File: config.mk
export PLATFORM = sky130hd
export DESIGN_NAME = splitmix64_bounded_uniform_flat
export DESIGN_NICKNAME = d
export VERILOG_FILES = /design/src/hdl/smbu_pkg.sv /design/src/hdl/smbu_if.sv /design/src/hdl/smbu_mul.sv /design/src/hdl/smbu_div.sv /design/src/hdl/splitmix64_bounded_uniform.sv /design/src/flat_wrapper.sv
export SDC_FILE = /design/constraint.sdc
export NUM_CORES = 2
export LEC_CHECK = 0
export BUFFER_PORTS_ARGS = -buffer_cell sky130_fd_sc_hd__buf_2
export CAP_MARGIN = 20
export CORE_MARGIN = 2
export CORE_UTILIZATION = 30
export CTS_BUF_LIST = sky130_fd_sc_hd__clkbuf_8
export DETAILED_ROUTE_END_ITERATION = 7
export PLACE_DENSITY = 0.46
export REMOVE_ABC_BUFFERS = 1
export SLEW_MARGIN = 30
export SYNTH_ARGS = -nofsm -noshare
export SYNTH_HDL_FRONTEND = slang
export SYNTH_SLANG_ARGS = --single-unit
File: constraint.sdc
create_clock -name clk -period 14.8 [get_ports clk]
set_input_delay 0 -clock clk [delete_from_list [all_inputs] [get_ports clk]]
set_output_delay 0 -clock clk [all_outputs]
set_load 0.05 [all_outputs]
File: src/hdl/smbu_pkg.sv
// Package for the bounded uniform generator: constants, state encoding and
// the status word shared between the arithmetic units and the sequencer.
// No dependencies.
`default_nettype none

package smbu_pkg;

  localparam int unsigned BoundW = 32;
  localparam int unsigned WordW  = 64;

  localparam logic [WordW-1:0] Gamma = 64'h9e3779b97f4a7c15;
  localparam logic [WordW-1:0] Mul1  = 64'hbf58476d1ce4e5b9;
  localparam logic [WordW-1:0] Mul2  = 64'h94d049bb133111eb;

  localparam int unsigned Shift1 = 30;
  localparam int unsigned Shift2 = 27;
  localparam int unsigned Shift3 = 31;

  typedef struct packed {
    logic busy;
    logic done;
  } unit_sts_t;

  typedef enum logic [3:0] {
    S_IDLE,
    S_THR_GO,
    S_THR_WAIT,
    S_ADV,
    S_MUL1_GO,
    S_MUL1_WAIT,
    S_MUL2_GO,
    S_MUL2_WAIT,
    S_CHECK,
    S_MOD_GO,
    S_MOD_WAIT,
    S_DONE
  } state_t;

endpackage

`default_nettype wire

File: src/hdl/smbu_if.sv
// Valid/ready channel interfaces for the request (bound) and response (value).
// Depends on smbu_pkg for field widths.
`default_nettype none

interface smbu_req_if;
  logic                          valid;
  logic                          ready;
  logic [smbu_pkg::BoundW-1:0]   limit;

  modport source (output valid, output limit, input ready);
  modport sink (input valid, input limit, output ready);
endinterface

interface smbu_rsp_if;
  logic                          valid;
  logic                          ready;
  logic [smbu_pkg::BoundW-1:0]   value;

  modport source (output valid, output value, input ready);
  modport sink (input valid, input value, output ready);
endinterface

`default_nettype wire

File: src/hdl/smbu_mul.sv
// Iterative 64x64 multiplier keeping the low 64 bits, built on one 32x32
// multiplier over three partial products. Depends on smbu_pkg.
`default_nettype none

module smbu_mul (
  input  wire logic                        clk,
  input  wire logic                        rst,
  input  wire logic                        start,
  input  wire logic [smbu_pkg::WordW-1:0]  a,
  input  wire logic [smbu_pkg::WordW-1:0]  b,
  output smbu_pkg::unit_sts_t              sts,
  output logic      [smbu_pkg::WordW-1:0]  product
);

  logic [smbu_pkg::WordW-1:0]  opa;
  logic [smbu_pkg::WordW-1:0]  opb;
  logic [smbu_pkg::WordW-1:0]  prod;
  logic [smbu_pkg::WordW-1:0]  acc;
  logic [1:0]                  step;
  logic                        busy;
  logic                        done;
  logic [31:0]                 mul_a;
  logic [31:0]                 mul_b;

  always_comb begin
    case (step)
      2'd0:    begin mul_a = opa[31:0];  mul_b = opb[31:0];  end
      2'd1:    begin mul_a = opa[31:0];  mul_b = opb[63:32]; end
      default: begin mul_a = opa[63:32]; mul_b = opb[31:0];  end
    endcase
  end

  always_ff @(posedge clk) begin
    if (rst) begin
      busy <= 1'b0;
      done <= 1'b0;
      step <= 2'd0;
    end else begin
      done <= 1'b0;
      if (start) begin
        busy <= 1'b1;
        step <= 2'd0;
      end else if (busy) begin
        step <= step + 2'd1;
        if (step == 2'd3) begin
          busy <= 1'b0;
          done <= 1'b1;
        end
      end
    end
  end

  always_ff @(posedge clk) begin
    if (start) begin
      opa <= a;
      opb <= b;
    end
    if (busy) begin
      prod <= mul_a * mul_b;
      case (step)
        2'd1:    acc <= prod;
        2'd0:    acc <= acc;
        default: acc <= acc + {prod[31:0], 32'd0};
      endcase
    end
  end

  assign sts.busy = busy;
  assign sts.done = done;
  assign product  = acc;

endmodule

`default_nettype wire

File: src/hdl/smbu_div.sv
// Restoring radix-2 remainder unit: 64-bit dividend by 32-bit divisor,
// one quotient bit per cycle. Depends on smbu_pkg.
`default_nettype none

module smbu_div (
  input  wire logic                         clk,
  input  wire logic                         rst,
  input  wire logic                         start,
  input  wire logic [smbu_pkg::WordW-1:0]   dividend,
  input  wire logic [smbu_pkg::BoundW-1:0]  divisor,
  output smbu_pkg::unit_sts_t               sts,
  output logic      [smbu_pkg::BoundW-1:0]  remainder
);

  logic [smbu_pkg::WordW-1:0]   dvd;
  logic [smbu_pkg::BoundW-1:0]  dsr;
  logic [smbu_pkg::BoundW-1:0]  rem;
  logic [5:0]                   cnt;
  logic                         busy;
  logic                         done;
  logic [smbu_pkg::BoundW:0]    trial;

  assign trial = {rem, dvd[smbu_pkg::WordW-1]};

  always_ff @(posedge clk) begin
    if (rst) begin
      busy <= 1'b0;
      done <= 1'b0;
      cnt  <= '0;
    end else begin
      done <= 1'b0;
      if (start) begin
        busy <= 1'b1;
        cnt  <= '0;
      end else if (busy) begin
        cnt <= cnt + 6'd1;
        if (cnt == 6'd63) begin
          busy <= 1'b0;
          done <= 1'b1;
        end
      end
    end
  end

  always_ff @(posedge clk) begin
    if (start) begin
      dvd <= dividend;
      dsr <= divisor;
      rem <= '0;
    end else if (busy) begin
      dvd <= {dvd[smbu_pkg::WordW-2:0], 1'b0};
      if (trial >= {1'b0, dsr}) begin
        rem <= smbu_pkg::BoundW'(trial - {1'b0, dsr});
      end else begin
        rem <= trial[smbu_pkg::BoundW-1:0];
      end
    end
  end

  assign sts.busy  = busy;
  assign sts.done  = done;
  assign remainder = rem;

endmodule

`default_nettype wire

File: src/hdl/splitmix64_bounded_uniform.sv
// Top level of the SplitMix64 bounded uniform generator: sequencer, counter
// and output register. Depends on smbu_pkg, smbu_if, smbu_mul and smbu_div.
//
// Each request word carries a bound; the response word is an unbiased value
// in 0..bound-1 (0 for a zero bound, which leaves the counter untouched).
// One request is in flight at a time and req.ready is low while it is worked
// on. A nonzero bound first takes the threshold remainder, then draws (counter
// step, two passes through the shared 32x32 multiplier and the compare) until
// a draw is accepted, and then takes the final remainder.
// Both remainders run on one bit-serial divider at one bit per cycle.
// Writing wr_data with wr_en high loads the counter; write only while idle.
`default_nettype none

module splitmix64_bounded_uniform (
  input  wire logic                         clk,
  input  wire logic                         rst,
  smbu_req_if.sink                          req,
  smbu_rsp_if.source                        rsp,
  input  wire logic                         wr_en,
  input  wire logic [smbu_pkg::WordW-1:0]   wr_data
);

  smbu_pkg::state_t             state;
  smbu_pkg::state_t             state_next;
  logic [smbu_pkg::WordW-1:0]   counter;
  logic [smbu_pkg::WordW-1:0]   x;
  logic [smbu_pkg::BoundW-1:0]  bound;
  logic [smbu_pkg::BoundW-1:0]  thresh;
  logic [smbu_pkg::BoundW-1:0]  res;
  logic                         rsp_valid;
  logic [smbu_pkg::BoundW-1:0]  rsp_value;

  logic                         mul_start;
  logic [smbu_pkg::WordW-1:0]   mul_b;
  logic [smbu_pkg::WordW-1:0]   mul_p;
  smbu_pkg::unit_sts_t          mul_sts;
  logic                         div_start;
  logic [smbu_pkg::WordW-1:0]   div_dvd;
  logic [smbu_pkg::BoundW-1:0]  div_rem;
  smbu_pkg::unit_sts_t          div_sts;

  logic                         accept;
  logic                         out_load;
  logic [smbu_pkg::WordW-1:0]   ctr_step;

  assign accept   = req.valid && req.ready;
  assign out_load = (state == smbu_pkg::S_DONE) && (!rsp_valid || rsp.ready);
  assign ctr_step = counter + smbu_pkg::Gamma;

  smbu_mul u_mul (
    .clk     (clk),
    .rst     (rst),
    .start   (mul_start),
    .a       (x),
    .b       (mul_b),
    .sts     (mul_sts),
    .product (mul_p)
  );

  smbu_div u_div (
    .clk       (clk),
    .rst       (rst),
    .start     (div_start),
    .dividend  (div_dvd),
    .divisor   (bound),
    .sts       (div_sts),
    .remainder (div_rem)
  );

  always_comb begin
    state_next = state;
    unique case (state)
      smbu_pkg::S_IDLE: begin
        if (accept) begin
          state_next = (req.limit == '0) ? smbu_pkg::S_DONE : smbu_pkg::S_THR_GO;
        end
      end
      smbu_pkg::S_THR_GO:    state_next = smbu_pkg::S_THR_WAIT;
      smbu_pkg::S_THR_WAIT: begin
        if (div_sts.done) state_next = smbu_pkg::S_ADV;
      end
      smbu_pkg::S_ADV:       state_next = smbu_pkg::S_MUL1_GO;
      smbu_pkg::S_MUL1_GO:   state_next = smbu_pkg::S_MUL1_WAIT;
      smbu_pkg::S_MUL1_WAIT: begin
        if (mul_sts.done) state_next = smbu_pkg::S_MUL2_GO;
      end
      smbu_pkg::S_MUL2_GO:   state_next = smbu_pkg::S_MUL2_WAIT;
      smbu_pkg::S_MUL2_WAIT: begin
        if (mul_sts.done) state_next = smbu_pkg::S_CHECK;
      end
      smbu_pkg::S_CHECK: begin
        state_next = (x < {32'd0, thresh}) ? smbu_pkg::S_ADV : smbu_pkg::S_MOD_GO;
      end
      smbu_pkg::S_MOD_GO:    state_next = smbu_pkg::S_MOD_WAIT;
      smbu_pkg::S_MOD_WAIT: begin
        if (div_sts.done) state_next = smbu_pkg::S_DONE;
      end
      smbu_pkg::S_DONE: begin
        if (out_load) state_next = smbu_pkg::S_IDLE;
      end
      default:               state_next = smbu_pkg::S_IDLE;
    endcase
  end

  always_comb begin
    req.ready = (state == smbu_pkg::S_IDLE);
    mul_start = (state == smbu_pkg::S_MUL1_GO) || (state == smbu_pkg::S_MUL2_GO);
    mul_b     = (state == smbu_pkg::S_MUL1_GO) ? smbu_pkg::Mul1 : smbu_pkg::Mul2;
    div_start = (state == smbu_pkg::S_THR_GO) || (state == smbu_pkg::S_MOD_GO);
    div_dvd   = (state == smbu_pkg::S_THR_GO) ? (64'd0 - {32'd0, bound}) : x;
  end

  always_ff @(posedge clk) begin
    if (rst) begin
      state     <= smbu_pkg::S_IDLE;
      counter   <= '0;
      rsp_valid <= 1'b0;
    end else begin
      state <= state_next;
      if (wr_en) begin
        counter <= wr_data;
      end else if (state == smbu_pkg::S_ADV) begin
        counter <= ctr_step;
      end
      if (out_load) begin
        rsp_valid <= 1'b1;
      end else if (rsp.ready) begin
        rsp_valid <= 1'b0;
      end
    end
  end

  always_ff @(posedge clk) begin
    if (accept) begin
      bound <= req.limit;
      res   <= '0;
    end
    if (state == smbu_pkg::S_THR_WAIT && div_sts.done) thresh <= div_rem;
    if (state == smbu_pkg::S_MOD_WAIT && div_sts.done) res <= div_rem;
    if (state == smbu_pkg::S_ADV) x <= ctr_step ^ (ctr_step >> smbu_pkg::Shift1);
    if (state == smbu_pkg::S_MUL1_WAIT && mul_sts.done) begin
      x <= mul_p ^ (mul_p >> smbu_pkg::Shift2);
    end
    if (state == smbu_pkg::S_MUL2_WAIT && mul_sts.done) begin
      x <= mul_p ^ (mul_p >> smbu_pkg::Shift3);
    end
    if (out_load) rsp_value <= res;
  end

  assign rsp.valid = rsp_valid;
  assign rsp.value = rsp_value;

  ap_units_idle_when_ready: assert property (@(posedge clk) disable iff (rst)
    req.ready |-> (!mul_sts.busy && !div_sts.busy))
    else $error("arithmetic unit busy while accepting a request");

  ap_zero_bound_direct: assert property (@(posedge clk) disable iff (rst)
    (accept && req.limit == '0) |=> (state == smbu_pkg::S_DONE && res == '0))
    else $error("zero bound did not go straight to the response");

  ap_result_in_range: assert property (@(posedge clk) disable iff (rst)
    (state == smbu_pkg::S_MOD_WAIT && div_sts.done) |=> (res < bound))
    else $error("result not below bound");

  ap_counter_holds: assert property (@(posedge clk) disable iff (rst)
    (state != smbu_pkg::S_ADV && !wr_en) |=> $stable(counter))
    else $error("counter moved outside a draw");

endmodule

`default_nettype wire
File: src/flat_wrapper.sv
// flat-port wrapper written by rule: the top's interface ports become plain ports
module splitmix64_bounded_uniform_flat 
  (clk, rst, wr_en, wr_data, req_valid, req_limit, req_ready, rsp_valid, rsp_value, rsp_ready);
  smbu_req_if req_i ();
  smbu_rsp_if rsp_i ();
  input  wire logic clk;
  input  wire logic rst;
  input  wire logic wr_en;
  input  wire logic [smbu_pkg::WordW-1:0] wr_data;
  input wire logic [$bits(req_i.valid)-1:0] req_valid;
  input wire logic [$bits(req_i.limit)-1:0] req_limit;
  output wire logic [$bits(req_i.ready)-1:0] req_ready;
  output wire logic [$bits(rsp_i.valid)-1:0] rsp_valid;
  output wire logic [$bits(rsp_i.value)-1:0] rsp_value;
  input wire logic [$bits(rsp_i.ready)-1:0] rsp_ready;
  assign req_i.valid = req_valid;
  assign req_i.limit = req_limit;
  assign req_ready = req_i.ready;
  assign rsp_valid = rsp_i.valid;
  assign rsp_value = rsp_i.value;
  assign rsp_i.ready = rsp_ready;
  splitmix64_bounded_uniform u_core (.clk(clk), .rst(rst), .req(req_i), .rsp(rsp_i), .wr_en(wr_en), .wr_data(wr_data));
endmodule
* Word level (Yosys, flattened, before mapping) *
Index checks and enable logic that the tools add are counted.
Widths: inputs -> output; s select.

word-level totals
  input port bits = 101
  register bits = 657
  word-level logic and storage cells = 115
  output and inout port bits = 34

cells by class
  reduce and logical (&&, ||, !) cells = 25
  order comparisons = 2
  add/sub/neg operators = 6
  bitwise gates (word level) = 6
  $mul = 1
  eq/ne operators = 20
  multiplexer cells = 34

operators with widths
  operator                count
  $mux 64                 8
  $mux 32                 5
  $pmux 64 s2             1
  $add 64x64->64          1
  $add 64x64->64 const B  1
  $lt 64x32->1            1
  $mul 32x32->64          1
  $xor 64x33->64          1
  $xor 64x34->64          1
  $xor 64x37->64          1
  $mux 62                 1
  $pmux 4 s12             1
  $ge 33x32->1            1
  $sub 1x32->33 const A   1
  $logic_not 32->1        1
  $mux 4                  8
  $sub 32x32->32          1
  $eq 4x3->1 const B      4
  $eq 4x4->1 const B      4
  $mux 1                  10
  $ne 2x2->1 const B      5
  $eq 4x2->1 const B      2
  $reduce_bool 2->1       4
  $add 6x1->6 const B     1
  other kinds (17)        29

* Longest topological paths before layout *
  depth after elaboration = 5
  gate-level depth with buffers = 38
  mapped depth without buffers = 35

* By module *
From an unflattened synthesis, not the netlist that was laid out.

second synthesis, totals
  cells, all modules = 6647
  area total of the unflattened synthesis = 65674.2 um^2

modules (own cells, without submodules)
  module                      area an instance (um^2)  cells each  seq. area each (um^2)  instances
  smbu_mul                    43116.4                  4371        7767.4                 1
  splitmix64_bounded_uniform  15298.4                  1627        7146.9                 1
  smbu_div                    7259.5                   649         3683.5                 1

* Worst setup path after synthesis *
Ideal clock, no wire load.

  kind = register -> register
  from = register u_core.u_mul.step[0]
  to = register u_core.u_mul.prod[60] in the netlist's numbering, data pin
  data required time = 14.541 ns
  slack = 5.275 ns
  stages on the path, launching flop included = 35
  library setup time = 0.259 ns
  clock period less this slack = 9.525 ns
  data arrival time = 9.266 ns
  path buffers = 3
  path through = dfxtp_1 inv_1 ha_1 nor2_1 clkbuf_1 clkbuf_1 mux2_2 clkinv_1 nor2_1 inv_1 fa_1 inv_1 fa_1 inv_1 fa_1 fa_1 inv_1 fa_1 inv_1 fa_1 inv_1 fa_1 fa_1 ha_1 clkbuf_1 a21oi_1 o21bai_1 a21o_1 a31o_2 a31oi_1 o31ai_1 a21boi_0 o21ai_1 a221o_1 xor2_1

between the ends
  cells in the longest elaborated chain, start to end = 4
  elaborated cells between the ends (all ways) = 6
  classes of those cells = mul: 1; eq/ne: 1; mux: 2; reduce/logical: 2

RTL lines
  item                                           RTL line        text
  from (decl)                                    smbu_mul.sv:19  logic [1:0] step;
  from (signal assigned)                         smbu_mul.sv:44  step <= step + 2'd1;
  $eq 2x1->1 or $logic_not 2->1 (tied branches)  smbu_mul.sv:26  case (step)
  $reduce_or 2->1 (no line)                      --
  $mux 32                                        smbu_mul.sv:26
  $mul 32x32->64 (*)                             smbu_mul.sv:59  prod <= mul_a * mul_b;
  to (signal assigned)                           smbu_mul.sv:59
  to (decl)                                      smbu_mul.sv:17  logic [smbu_pkg::WordW-1:0] prod;

Mark *: on every way between the ends. The rest lies on a longest branch, timed or not.
A chain may end at the register's enable or synchronous reset.

* Final worst setup path *
  from = register u_core.u_mul.step[0]
  to = register u_core.u_mul.prod[57] in the netlist's numbering, data pin

The elaborated chain is that of the path after synthesis.

==> impl_results.html <==
<table>
<tr><th>Metric</th><th>Value</th></tr>
<tr><th colspan="2">Status</th></tr>
<tr><td>Run status</td><td>finished, final reports clean</td></tr>
<tr><th colspan="2">Yosys</th></tr>
<tr><td>Sequential share of the synthesized area</td><td>~28%</td></tr>
<tr><td>Synthesized area</td><td>between 50,000 and 60,000 µm²</td></tr>
<tr><td>Async set-reset flop share out of synthesis</td><td>0%</td></tr>
<tr><td>Synth Area per Inst</td><td>10.1 µm²</td></tr>
<tr><td>Primary FF master, synth</td><td>sky130_fd_sc_hd__edfxtp_1</td></tr>
<tr><td>Number of enable-type register cells in the synthesized netlist</td><td>a little under 500</td></tr>
<tr><td>Synthesized instance count</td><td>around 5,800</td></tr>
<tr><td>#FFs+latches synth</td><td>approximately 600</td></tr>
<tr><td>Synth cell types</td><td>84</td></tr>
<tr><td>Yosys warns</td><td>0</td></tr>
<tr><th colspan="2">Final layout</th></tr>
<tr><td>Number of filler instances in the final layout</td><td>20,100</td></tr>
<tr><td>Number of standard cells in the layout, taps in and fillers out</td><td>about 9,000</td></tr>
<tr><td>Highest-count cells in the layout ignoring fill and taps</td><td>sky130_fd_sc_hd__inv_1 (1,121), sky130_fd_sc_hd__fa_1 (806), sky130_fd_sc_hd__edfxtp_1 (482)</td></tr>
<tr><td>Synth-to-Final Area Change</td><td>13.6%</td></tr>
<tr><td>Most common library cell in the layout ignoring fill and taps</td><td>sky130_fd_sc_hd__inv_1</td></tr>
<tr><td>Final Net Count</td><td>roughly 7,500</td></tr>
<tr><td>Fraction of layout instances using a drive strength above 1</td><td>between 7 and 8%</td></tr>
<tr><th colspan="2">Setup path</th></tr>
<tr><td>CP max stage cell</td><td>sky130_fd_sc_hd__nor2_1</td></tr>
<tr><td>Critical register-to-register path endpoint</td><td>u_core.u_mul.prod[57]$_DFFE_PP_</td></tr>
<tr><td>Worst Reg2Reg Path Length in Cells</td><td>30</td></tr>
<tr><td>Delay of the slowest critical-path stage</td><td>about 0.82 ns</td></tr>
<tr><td>Crit-path max FO</td><td>18</td></tr>
<tr><td>Critical path launch point type</td><td>flop</td></tr>
<tr><td>Type of destination of the critical path</td><td>flop</td></tr>
<tr><td>Slack of the worst reg-to-reg path</td><td>around 3.5 ns</td></tr>
<tr><td>Critical path required time</td><td>between 15 and 20 ns</td></tr>
<tr><td>Arrival time at the worst endpoint</td><td>about 12 ns</td></tr>
<tr><td>Critical path start-end classification</td><td>flop to flop</td></tr>
<tr><td>Cell mode on critical path</td><td>sky130_fd_sc_hd__fa_1</td></tr>
<tr><td>RR Startpoint</td><td>u_core.u_mul.step[0]$_SDFFE_PP0P_</td></tr>
<tr><th colspan="2">Routing</th></tr>
<tr><td>DR pass1 iterations</td><td>7</td></tr>
<tr><td>Via count</td><td>approximately 44,000</td></tr>
<tr><td>Remaining antenna violation count</td><td>0</td></tr>
<tr><td>Via density per instance</td><td>between 4 and 5</td></tr>
<tr><td>Per-cell routed wire length</td><td>between 20 and 30 µm</td></tr>
<tr><td>Number of remaining DRC errors</td><td>0</td></tr>
<tr><td>Sum of routed wire length over all layers</td><td>227,000 µm</td></tr>
<tr><td>Iter 0 DRT Violations</td><td>~4,000</td></tr>
<tr><th colspan="2">Floorplan</th></tr>
<tr><td>Starting density of the core</td><td>30.3%</td></tr>
<tr><td>Horiz. Die Dim</td><td>around 450 µm</td></tr>
<tr><td>Chip Height</td><td>between 400 and 500 µm</td></tr>
<tr><td>FP Rows</td><td>~160</td></tr>
<tr><td>Area of the core</td><td>roughly 200,000 µm²</td></tr>
<tr><td>Area enclosed by the die boundary</td><td>~200,000 µm²</td></tr>
<tr><td>Number of top-level pins</td><td>135</td></tr>
<tr><th colspan="2">STA</th></tr>
<tr><td>Setup clock skew after layout</td><td>0.0353 ns</td></tr>
<tr><td>Post-route setup slack</td><td>3.46 ns</td></tr>
<tr><td>Max frequency</td><td>~90 MHz</td></tr>
<tr><td>RSZ-0062 raised after global routing</td><td>false</td></tr>
<tr><td>Setup violation total in the final timing report</td><td>0</td></tr>
<tr><td>Setup_tns</td><td>0 ns</td></tr>
<tr><td>Min Tclk post-route</td><td>roughly 11 ns</td></tr>
<tr><td>Transition time at the pin with the least slew margin</td><td>~1.0 ns</td></tr>
<tr><td>Max Slew Vio Count</td><td>0</td></tr>
<tr><td>Worst relative slew slack</td><td>a little under a third</td></tr>
<tr><td>Share of the clock period used by the worst path</td><td>~77%</td></tr>
<tr><td>Hold Vio Cnt, Final</td><td>0</td></tr>
<tr><th colspan="2">Placement</th></tr>
<tr><td>Quantity of I/O buffers inserted on ports</td><td>about 130</td></tr>
<tr><td>Gp weighted congestion</td><td>between 0.9 and 1</td></tr>
<tr><td>Worst Setup Slack post-DPL</td><td>3.60 ns</td></tr>
<tr><td>Detailed placer's ending HPWL</td><td>186,000 µm</td></tr>
<tr><td>Placed cell count</td><td>around 8,500</td></tr>
<tr><th colspan="2">Global route</th></tr>
<tr><td>Total global routing track utilization</td><td>a little under a quarter</td></tr>
<tr><td>Global-route wire length before repair</td><td>approximately 330,000 µm</td></tr>
<tr><td>Via count of the first global-routing pass</td><td>roughly 46,000</td></tr>
<tr><td>GR Overflow Total</td><td>0</td></tr>
<tr><td>Number of antenna violations at the first check in global routing</td><td>14</td></tr>
<tr><td>Pin count of the biggest net entering global routing</td><td>~90</td></tr>
<tr><th colspan="2">CTS</th></tr>
<tr><td>Number of sinks driven by the clock tree</td><td>595</td></tr>
<tr><td>CTS H-tree lvls</td><td>3</td></tr>
<tr><td>Clock buffers created by TritonCTS</td><td>~100</td></tr>
<tr><td>Clock tree from TritonCTS</td><td>done</td></tr>
<tr><td>Clock Tree Root</td><td>sky130_fd_sc_hd__clkbuf_8</td></tr>
<tr><td>Cells resized by post-CTS repair</td><td>0</td></tr>
<tr><td>CTS clock-pin slew for the worst setup and hold paths</td><td>approximately 0.070 ns</td></tr>
<tr><td>CTS Buffer Depth</td><td>3</td></tr>
<tr><td>Worst-skew pair later-pin latency</td><td>approximately 0.76 ns</td></tr>
<tr><th colspan="2">Min path</th></tr>
<tr><td>Worst Min Path Start</td><td>wr_en</td></tr>
<tr><td>Worst hold endpoint</td><td>u_core.counter[41]$_SDFFE_PP0P_</td></tr>
<tr><td>Worst hold path stage count</td><td>4</td></tr>
<tr><td>Worst min-delay path class</td><td>primary input to flop</td></tr>
<tr><th colspan="2">Job</th></tr>
<tr><td>Number of max-cap violations</td><td>0</td></tr>
</table>
## area by class of cell
cell class	count	area [µm²]	share of cell area (%)
timing repair buffer	411	3340	4.97
multi-input combinational	3975	37600	56.1
clock buffer	109	1500	2.24
sequential	595	16700	24.9
inverter	1099	4130	6.15
clock inverter	85	480	0.716
antenna	5	12.5	0.0186
tap	2624	3280	4.89
## synthesized netlist by cell type (all sizes together) (5+ instances only)
cell type	instances	area share (%)
a22oi	20	0.25
ha	450	9.5
clkbuf	160	1.0
a41oi	10	0.16
fa	806	27
nor3	61	0.54
nand4	19	0.20
a32oi	7	0.10
mux2	19	0.36
o31ai	12	0.15
nand2b	51	0.54
xor2	167	2.5
a2111oi	5	0.15
nor4	31	0.35
nor2	479	3.0
and3	45	0.48
o21bai	23	0.29
or2	28	0.30
nand3	46	0.39
xnor2	203	3.0
o21a	20	0.25
o2111ai	7	0.11
nand2	431	2.7
a311oi	5	0.074
a31oi	27	0.32
or3	25	0.28
edfxtp	482	25
and2	117	1.2
nand3b	8	0.10
a21boi	10	0.13
inv	1085	6.9
o21ai	244	2.1
nor2b	38	0.40
a21oi	320	2.7
a221oi	6	0.089
a21o	69	0.88
o22ai	35	0.37
mux2i	47	0.80
a31o	5	0.074
a211oi	21	0.28
clkinv	14	0.089
dfxtp	113	3.8
o211ai	16	0.20
buf	19	0.15
## cell families after synthesis
family | Yosys count | share of synthesized area (%)
muxes | 66 | 1.16
AOI/OAI and AO/OA | 886 | 9.14
DFF | 595 | 28.3
adders and majority gates | 1256 | 36.9
and+or+nand+nor | 1397 | 10.9
xor gates and xnor gates | 370 | 5.49
buffers and inverters | 1278 | 8.16
## sequential cells by signal, indices dropped and copies added, names as in the netlist
register and flops:
u_core.u_div.done 1, u_core.u_mul.product 64, u_core.counter 64, u_core.rsp.valid 1
u_core.u_mul.step 2, u_core.u_div.dvd 64, u_core.u_mul.opb 2, u_core.u_mul.opa 64
u_core.u_mul.busy 1, u_core.state 4, u_core.u_div.busy 1, u_core.thresh 32
u_core.u_div.cnt 6, u_core.x 64, u_core.u_mul.prod 64, u_core.u_div.dsr 32
u_core.u_mul.done 1, u_core.u_div.remainder 32, u_core.res 32, u_core.rsp.value 32
u_core.bound 32
## per-stage QoR
stage          utilization [%]  hold slack (ns)  instance area (µm²)
2_1_floorplan                -           0.0691                58400
3_3_place_gp              32.2            0.194                62900
3_5_place_dp              32.2            0.198                62900
4_1_cts                   34.4         0.000392                67100
5_1_grt                   34.4           0.0879                67100
6_report                  34.4           0.0612                67100
## repair_timing
action,4_1_cts,5_1_grt
setup buffers,0,0
hold endpoints to repair,141,0
hold buffers,215,0
## how the worst max path moves through the flow
stage	start	endpoint	slack, ns	depth (start not counted)
after floorplan	u_core.u_mul.step[1]$_SDFFE_PP0P_	u_core.u_mul.prod[60]$_DFFE_PP_	3.92	31
after global placement	u_core.u_mul.step[0]$_SDFFE_PP0P_	u_core.u_mul.prod[57]$_DFFE_PP_	3.46	30
after detailed placement	u_core.u_mul.step[0]$_SDFFE_PP0P_	u_core.u_mul.prod[57]$_DFFE_PP_	3.60	30
after CTS	u_core.u_mul.step[0]$_SDFFE_PP0P_	u_core.u_mul.prod[57]$_DFFE_PP_	3.58	30
after global routing	u_core.u_mul.step[0]$_SDFFE_PP0P_	u_core.u_mul.prod[57]$_DFFE_PP_	3.09	30
final	u_core.u_mul.step[0]$_SDFFE_PP0P_	u_core.u_mul.prod[57]$_DFFE_PP_	3.46	30
## layer usage
| metal | vias to the layer above | routed length (µm) | global-route usage [%] |
|---|---|---|---|
| met4 | 0 | 6040 | 5.88 |
| met1 | 22600 | 102000 | 32.3 |
| met5 | - | 0 | 0 |
| li1 | 19600 | - | - |
| met3 | 237 | 14900 | 3.44 |
| met2 | 1497 | 104000 | 36.1 |
## worst max-delay path: cells and delay by family (launching register included)
kind	cells	cell delay, ns
mux	1	0.61
compound gates	9	2.64
buf+inv	5	0.85
xor+xnor	1	0.17
flops	1	0.46
fa+ha+maj	10	4.74
simple gates	4	1.63
Power is not shown: default switching activity piles up to over one toggle a cycle in this logic, so the estimate is an artifact.
